--- config.mk ---
export PLATFORM = sky130hd
export DESIGN_NAME = mqtt_fixed_header_deframer
export DESIGN_NICKNAME = d
export VERILOG_FILES = /design/src/hdl/mqttfh_pkg.sv /design/src/hdl/mqttfh_parse.sv /design/src/hdl/mqttfh_out_reg.sv /design/src/hdl/mqtt_fixed_header_deframer.sv
export SDC_FILE = /design/constraint.sdc
export NUM_CORES = 1
export LEC_CHECK = 0
export CORE_MARGIN = 2
export CORE_UTILIZATION = 50
export DETAILED_ROUTE_END_ITERATION = 16
export DONT_BUFFER_PORTS = 1
export GPL_TIMING_DRIVEN = 0
export SLEW_MARGIN = 25
export SYNTH_ARGS = -nofsm -noshare
export SYNTH_HDL_FRONTEND = slang
export SYNTH_HIERARCHICAL = 1
export SYNTH_SLANG_ARGS = --single-unit
--- constraint.sdc ---
create_clock -name clk -period 4.7 [get_ports clk]
set_clock_uncertainty 0.05 [all_clocks]
set_input_delay 0.235 -clock clk [delete_from_list [all_inputs] [get_ports clk]]
set_output_delay 0.235 -clock clk [all_outputs]
set_load 0.02 [all_outputs]
--- src/hdl/mqttfh_pkg.sv ---
// Shared types and codes for the MQTT fixed-header deframer.
`default_nettype none
package mqttfh_pkg;

  localparam int unsigned LenW  = 28;
  localparam int unsigned ByteW = 8;
  localparam int unsigned KindW = 3;

  typedef enum logic [KindW-1:0] {
    KIND_HEADER  = 3'd0,
    KIND_LENBYTE = 3'd1,
    KIND_DONE    = 3'd2,
    KIND_BODY    = 3'd3,
    KIND_ERROR   = 3'd4
  } kind_t;

  typedef struct packed {
    kind_t             kind;
    logic [3:0]        pkt_type;
    logic              dup_flag;
    logic [1:0]        qos_level;
    logic              retain_flag;
    logic [LenW-1:0]   rem_len;
    logic [ByteW-1:0]  body_byte;
    logic              last;
  } result_t;

endpackage
`default_nettype wire

--- src/hdl/mqttfh_parse.sv ---
// Packet state tracking and per-byte result decode for the deframer.
`default_nettype none
module mqttfh_parse (
  input  wire logic                   clk,
  input  wire logic                   rst_n,
  input  wire logic                   advance,
  input  wire logic [7:0]             in_byte,
  output mqttfh_pkg::result_t         res
);

  typedef enum logic [1:0] {
    PH_HEADER = 2'd0,
    PH_LENGTH = 2'd1,
    PH_BODY   = 2'd2
  } phase_t;

  phase_t                         phase_r, phase_nxt;
  logic [7:0]                     hdr_r, hdr_nxt;
  logic [mqttfh_pkg::LenW-1:0]    accum_r, accum_nxt;
  logic [2:0]                     cnt_r, cnt_nxt;
  logic [mqttfh_pkg::LenW-1:0]    left_r, left_nxt;

  logic [mqttfh_pkg::LenW-1:0]    accum_add;
  logic [mqttfh_pkg::LenW-1:0]    accum_new;
  logic [mqttfh_pkg::LenW-1:0]    left_dec;
  logic [7:0]                     hdr_src;

  // Place the seven data bits of this length byte at its base-128 digit.
  always_comb begin
    case (cnt_r[1:0])
      2'd0:    accum_add = {21'd0, in_byte[6:0]};
      2'd1:    accum_add = {14'd0, in_byte[6:0], 7'd0};
      2'd2:    accum_add = {7'd0, in_byte[6:0], 14'd0};
      default: accum_add = {in_byte[6:0], 21'd0};
    endcase
  end

  assign accum_new = accum_r | accum_add;
  assign left_dec  = left_r - {{(mqttfh_pkg::LenW-1){1'b0}}, 1'b1};

  always_comb begin
    phase_nxt = phase_r;
    hdr_nxt   = hdr_r;
    accum_nxt = accum_r;
    cnt_nxt   = cnt_r;
    left_nxt  = left_r;
    hdr_src   = hdr_r;
    res.kind      = mqttfh_pkg::KIND_HEADER;
    res.rem_len   = '0;
    res.body_byte = '0;
    res.last      = 1'b0;

    case (phase_r)
      PH_LENGTH: begin
        if (cnt_r[2]) begin
          // A fifth length byte is an overlong varint.
          res.kind  = mqttfh_pkg::KIND_ERROR;
          phase_nxt = PH_HEADER;
          accum_nxt = '0;
          cnt_nxt   = '0;
          left_nxt  = '0;
        end else if (in_byte[7]) begin
          res.kind  = mqttfh_pkg::KIND_LENBYTE;
          accum_nxt = accum_new;
          cnt_nxt   = cnt_r + 3'd1;
        end else begin
          res.kind    = mqttfh_pkg::KIND_DONE;
          res.rem_len = accum_new;
          res.last    = (accum_new == '0);
          left_nxt    = accum_new;
          phase_nxt   = (accum_new == '0) ? PH_HEADER : PH_BODY;
          accum_nxt   = '0;
          cnt_nxt     = '0;
        end
      end
      PH_BODY: begin
        res.kind      = mqttfh_pkg::KIND_BODY;
        res.body_byte = in_byte;
        res.last      = (left_dec == '0);
        left_nxt      = left_dec;
        if (left_dec == '0) begin
          phase_nxt = PH_HEADER;
          accum_nxt = '0;
          cnt_nxt   = '0;
        end
      end
      default: begin
        // Waiting for a header byte; fields come from the byte itself.
        hdr_src   = in_byte;
        phase_nxt = PH_HEADER;
        accum_nxt = '0;
        cnt_nxt   = '0;
        left_nxt  = '0;
        if (in_byte[7:4] == 4'd0) begin
          res.kind = mqttfh_pkg::KIND_ERROR;
        end else begin
          res.kind  = mqttfh_pkg::KIND_HEADER;
          hdr_nxt   = in_byte;
          phase_nxt = PH_LENGTH;
        end
      end
    endcase

    res.pkt_type    = hdr_src[7:4];
    res.dup_flag    = hdr_src[3];
    res.qos_level   = hdr_src[2:1];
    res.retain_flag = hdr_src[0];
  end

  always_ff @(posedge clk) begin
    if (!rst_n) begin
      phase_r <= PH_HEADER;
      hdr_r   <= '0;
      accum_r <= '0;
      cnt_r   <= '0;
      left_r  <= '0;
    end else if (advance) begin
      phase_r <= phase_nxt;
      hdr_r   <= hdr_nxt;
      accum_r <= accum_nxt;
      cnt_r   <= cnt_nxt;
      left_r  <= left_nxt;
    end
  end

endmodule
`default_nettype wire

--- src/hdl/mqttfh_out_reg.sv ---
// Result register with valid/ready handshake toward the consumer.
`default_nettype none
module mqttfh_out_reg (
  input  wire logic                 clk,
  input  wire logic                 rst_n,
  input  wire logic                 load,
  input  wire mqttfh_pkg::result_t  res_in,
  input  wire logic                 out_ready,
  output logic                      can_load,
  output logic                      out_valid,
  output mqttfh_pkg::result_t       res_out
);

  logic                valid_r;
  mqttfh_pkg::result_t res_r;

  // The register may be refilled in the same cycle its item is taken.
  assign can_load  = !valid_r || out_ready;
  assign out_valid = valid_r;
  assign res_out   = res_r;

  always_ff @(posedge clk) begin
    if (!rst_n) begin
      valid_r <= 1'b0;
    end else if (load) begin
      valid_r <= 1'b1;
    end else if (out_ready) begin
      valid_r <= 1'b0;
    end
  end

  always_ff @(posedge clk) begin
    if (load) begin
      res_r <= res_in;
    end
  end

endmodule
`default_nettype wire

--- src/hdl/mqtt_fixed_header_deframer.sv ---
// MQTT fixed-header deframer: one result item for each byte item of the stream.
// The result item of an accepted byte is registered before it leaves the block.
// Throughput: one item per cycle; the result register refills in the same cycle
// that its item is taken, so input stalls only while the output is stalled.
// Reset (rst_n low, synchronous): waits for a header byte, result register empty.
`default_nettype none
module mqtt_fixed_header_deframer (
  input  wire logic        clk,
  input  wire logic        rst_n,
  // Input byte stream.
  input  wire logic        in_tvalid,
  output logic             in_tready,
  input  wire logic [7:0]  in_tdata,   // [7:0] in_byte
  // Result stream.
  output logic             out_tvalid,
  input  wire logic        out_tready,
  output logic [47:0]      out_tdata,  // [3:0] pkt_type, [4] dup_flag, [6:5] qos_level,
                                       // [7] retain_flag, [35:8] rem_len,
                                       // [43:36] body_byte, [47:44] zero
  output logic [2:0]       out_tuser,  // [2:0] kind
  output logic             out_tlast   // last item of the packet
);

  // Every accepted byte updates the packet state and produces exactly one
  // result item. The decode is a small combinational step from the stored
  // state and the incoming byte into the result register.
  logic                accept;
  logic                can_load;
  mqttfh_pkg::result_t res_comb;
  mqttfh_pkg::result_t res_q;

  assign in_tready = can_load;
  assign accept    = in_tvalid && in_tready;

  mqttfh_parse u_parse (
    .clk     (clk),
    .rst_n   (rst_n),
    .advance (accept),
    .in_byte (in_tdata),
    .res     (res_comb)
  );

  mqttfh_out_reg u_out (
    .clk       (clk),
    .rst_n     (rst_n),
    .load      (accept),
    .res_in    (res_comb),
    .out_ready (out_tready),
    .can_load  (can_load),
    .out_valid (out_tvalid),
    .res_out   (res_q)
  );

  // Pack the result fields, lowest field in the lowest bits.
  assign out_tdata = {4'd0, res_q.body_byte, res_q.rem_len,
                      res_q.retain_flag, res_q.qos_level, res_q.dup_flag,
                      res_q.pkt_type};
  assign out_tuser = res_q.kind;
  assign out_tlast = res_q.last;

endmodule
`default_nettype wire

Yosys cells after proc, flatten, opt, wreduce, memory -nomap -nowiden --
Cells that the tools add are included.
Word-level totals: flip-flop bits (word level) 118, word-level logic and storage cells 68, input port bits 12, output and inout port bits 54
Operators by class: reductions and logical operators 14, mux-type cells 28, $add $sub $neg 2, bitwise operators 4, eq/ne operators 6
Operator list (number):
- 2-to-1 mux 28 bit | 5
- case mux 28 bit (2 select lines) | 2
- case mux 28 bit (3 select lines) | 1
- logical NOT 28 bit | 2
- bitwise OR 28 bit | 1
- subtractor 28 x 1 -> 28 bit, second input constant | 1
- 2-to-1 mux 3 bit | 5
- case mux 3 bit (2 select lines) | 2
- 2-to-1 mux 2 bit | 5
- 2-to-1 mux 8 bit | 1
- AND reduction 3 bit | 2
- 2-to-1 mux 1 bit | 5
- equality test 2 x 1 -> 1 bit, second input constant | 2
- equality test 2 bit, second input constant | 2
- logical NOT 4 bit | 1
- case mux 2 bit (2 select lines) | 1
- AND reduction 2 bit | 2
- adder 3 x 1 -> 3 bit, second input constant | 1
- != test 3 x 2 -> 1 bit, second input constant | 1
- inverter 1 bit | 3
- OR reduction 3 bit | 1
- logical NOT 2 bit | 1
- != test 2 x 1 -> 1 bit, second input constant | 1
- case mux 1 bit (2 select lines) | 1
- other kinds (5) | 5

Longest topological paths before layout --
word-level depth 8, gate-level depth with buffers 12, gate-level depth less buffers 9

Modules after synthesis --
Netlist, hierarchy kept.
Modules (own cells, without submodules):
- mqttfh_parse | cells each 605, area an instance 4708.3 um^2, seq. area each 1381.3 um^2, times used 1
- mqttfh_out_reg | cells each 52, area an instance 1490.2 um^2, seq. area each 1461.4 um^2, times used 1
- mqtt_fixed_header_deframer | cells each 6, area an instance 40.0 um^2, seq. area each 0.0 um^2, times used 1

Worst setup path before layout --
Ideal clock, no wire load.
kind flip-flop to flip-flop, start register u_out.valid_r, in the netlist u_out/out_valid, end register u_parse/left_r[22] in the netlist's numbering, setup slack 1176 ps, data required time 4592 ps, cell stages (with the launch flop) 11, period minus slack after synthesis 3524 ps, data arrival time 3415 ps, path through dfxtp_1 > nand2b_4 > and2_1 > clkbuf_1 > nand2b_1 > clkbuf_1 > nor3_1 > clkbuf_1 > o21ai_0 > a21boi_0 > o21a_1
Between the ends: word-level cells in the longest chain between the ends 4
Ends and longest elaborated chain:
- start, declared | line mqttfh_out_reg.sv:14 | logic valid_r;
- start signal, assigned | line mqttfh_out_reg.sv:24 | valid_r <= 1'b0;
- start signal, assigned | line mqttfh_out_reg.sv:26 | valid_r <= 1'b1;
- start signal, assigned | line mqttfh_out_reg.sv:28 | valid_r <= 1'b0;
- logical NOT 1 bit | line mqttfh_out_reg.sv:18 | assign can_load = !valid_r || out_ready;
- logical OR 1 bit | line mqttfh_out_reg.sv:18
- via in_tready | line mqtt_fixed_header_deframer.sv:12 | output logic in_tready,
- logical AND 1 bit | line mqtt_fixed_header_deframer.sv:33 | assign accept = in_tvalid && in_tready;
- via accept | line mqtt_fixed_header_deframer.sv:27 | logic accept;
- AND reduction 2 bit (no line)
- end signal, assigned | line mqttfh_parse.sv:122 | left_r <= left_nxt;
- end, declared | line mqttfh_parse.sv:21 | logic [mqttfh_pkg::LenW-1:0] left_r, left_nxt;
The timed path passes the listed nets, and every way through them passes these cells. A chain may end at the register's enable or synchronous reset.

Worst setup path after layout --
Ends and elaborated chain as after synthesis.

==> flow_summary.ini <==
[critical_path]
cpMaxStageDelayCell = nor3_2
reg2reg_slack_ns = 0.89
cp_cell_sequence = nand2b_4 -> and2_4 -> clkbuf_1 -> nand2b_1 -> clkbuf_1 -> nor3_2 -> clkbuf_1 -> o21ai_0 -> a21boi_0 -> o21a_1
r2r_end = u_parse/left_r[22]
crit_top_cell = clkbuf_1
ff2ff_path_depth = 10
crit_type = reg -> reg
crit_path_max_fanout = 50
end_kind = register
max_stage_delay_ns = 0.69
critPathArrivalTime_ns = 4.11
reg2reg_from = u_out/out_valid
cp_data_required_time_ns = 5.01
worstSetupStartpoint = u_out/out_valid
cp-start-kind = register

[timing]
max_freq_mhz = 263
slew_viol_final = 0
rsz0062_at_grt = no
worst_pin_slew_ns = 0.846
final.setup.tns_ns = 0
setup_viol = 0
hold_viol_final = 0
slew_headroom = 0.432
period_needed_ns = 3.81
timing.final.crit_share = 0.810

[synthesis]
netlist_instances = 663
synth-seq-area-share = 0.456
yosys.area.top_type_share = 0.231
async_flop_share = 0
synthFlopType = dfxtp_1
synth_cell_types = 71
synth_edf_count = 48
yosys_warnings = 6
yosys_register_bits = 118
synth_top_cell_by_area = edfxtp_1
synthTopCellsByArea = edfxtp_1 23%, dfxtp_1 22%, a21oi_1 4.0%
mappedNetlistArea_um2 = 6240
avgSynthCellArea_um2 = 9.41

[clock_tree]
cts_root_buf = clkbuf_16
clk_latency_ns = 0.42
cts_made_buffers = 17
clockBufferDepth = 2
htree_num_levels = 4
clk_pin_slew_worst_paths_ns = 0.05
cts_tree = built
clock_sinks = 118
post_cts_buffers = 0

[global_route]
grt.total_usage = 0.290
antenna_found_initial = 0
grt_overflow = 0
grt_max_degree = 51
grt_pass1_wl_um = 28900
grt_pass1_vias = 5022

[placement]
place_hpwl_um = 12800
portBuffers = 0
dpl.cell_count = 834
gp_routability_congestion = 0.902

[drt]
first_iter_violations = 564
vias = 5280
wl_met3_um = 1230
wl_met2_um = 8350
drc_errors = 0
wl_per_cell_um = 21.2
routed_wl_um = 18400
top_layer = met4
via_per_inst = 6.08
ant_nets = 0
met1_length_um = 8340
drtPass1Iterations = 6

[final_layout]
area_delta_synth_final_pct = 13.9
nNetsFinal = 708
nFillCells = 1079
insertedDiodeCount = 0
mostFrequentLayoutCells = 70 x dfxtp_1, 62 x nor2_1, 53 x nand2_1
final_layout_size_suffix_gt1_frac = 0.131
layout_commonest_cell = dfxtp_1
post-route-util = 0.586
layout.cells.non_filler = 868

[worst_hold_path]
hold-path-cell-count = 2
holdPathEnd = u_out/out_valid
hp-start = out_tready
hp-class = in -> reg

[power]
power_density_nw_per_um2 = 385
p_leak_nw = 2.60
peakVddDrop_uv = 204

[die]
io_pins = 66
start_util = 0.515
die_h_um = 116
coreArea_um2 = 12100
dieWidth_um = 116
row_count = 40
dieArea_um2 = 13400

[run]
max-cap-violations = 0

[status]
status = completed
worst max path at each step:
stage                                     to  slack, ns  cells after the start
after global placement    u_parse/left_r[22]      -0.57                     10
after detailed placement  u_parse/left_r[22]       0.95                     10
after global routing      u_parse/left_r[22]       0.70                     10
after CTS                 u_parse/left_r[22]       0.90                     10
final                     u_parse/left_r[22]       0.89                     10
after floorplan           u_parse/left_r[22]       1.18                     10
critical path: cells and delay by family, from the launching register on:
family | cells | cell delay, ns
AO/OA/AOI/OAI | 3 | 0.52
buffers and inverters | 3 | 1.22
flip-flops | 1 | 0.39
AND/OR/NAND/NOR | 4 | 1.53
cells in the mapped netlist, types with 9 or more instances:
cell       n
nor2_1    62
and2_1    26
mux2i_1   15
nor4_1    11
nor3_1    12
nand3_1   10
nand2_1   53
nor2b_1   25
nand2b_1  13
mux2_2     9
edfxtp_1  48
nand4_1   11
a21oi_1   50
o21a_1     9
ha_1       9
clkbuf_1  42
o21ai_0   30
o31ai_2   10
o22ai_1    9
dfxtp_1   70
inv_1     11
area by class of cell:
class	count	area (um2)	share of cell area
Tap cell	168	210	0.0296
Multi-Input combinational cell	480	3120	0.439
Buffer	57	258	0.0363
Timing Repair Buffer	2	20.0	0.00282
Inverter	11	41.3	0.00581
Sequential cell	118	2840	0.400
Clock inverter	10	151	0.0213
Clock buffer	22	464	0.0654
state kept, by name (all words and copies together) (netlist names):
register and count:
u_out/out_valid 1, u_parse/accum_r 28, u_parse/hdr_r 8, u_parse/cnt_r 3
u_parse/left_r 28, u_out/res_out 48, u_parse/phase_r 2
stage by stage:
| stage | cell area (um2) | hold WS (ns) | worst slack [ns] | power [mW] |
|---|---|---|---|---|
| 2_1_floorplan | 6250 | 0.337 | 1.18 | 1.33 |
| 6_report | 7100 | 0.0223 | 0.895 | 2.74 |
| 3_5_place_dp | 6470 | 0.344 | 0.945 | 1.39 |
| 5_1_grt | 7100 | 0.0182 | 0.705 | 2.83 |
| 3_3_place_gp | 6460 | 0.339 | -0.572 | 1.39 |
| 4_1_cts | 7100 | 0.00870 | 0.901 | 2.75 |
where the power goes:
| part | internal (mW) | switching, mW | leakage, nW |
|---|---|---|---|
| combinational | 0.0701 | 0.152 | 1.24 |
| clock | 0.909 | 0.452 | 0.303 |
| sequential | 1.11 | 0.0460 | 1.05 |
cells by family (layout without fill, tap and decap cells):
kind of cell | count (synthesis) | count (layout) | synth area share
and+or+nand+nor | 264 | 264 | 0.231
AOI/OAI and AO/OA | 174 | 174 | 0.199
DFF | 118 | 118 | 0.456
buffers and inverters | 68 | 102 | 0.0479
muxes | 24 | 24 | 0.0403
adders and majority gates | 9 | 9 | 0.0181
xor gates and xnor gates | 5 | 5 | 0.00702
other | 1 | 4 | 0.000601
repair_timing:
action	CTS	global route
endpoints found under the hold margin	4	0
hold buffers	2	0
gates resized for setup	0	0
layer usage:
layer,global-route usage,vias up
met5,0,-
met4,0.119,0
met3,0.0513,43
met2,0.440,231
met1,0.410,2536
li1,-,2470
(Power assumes the default switching activity.)
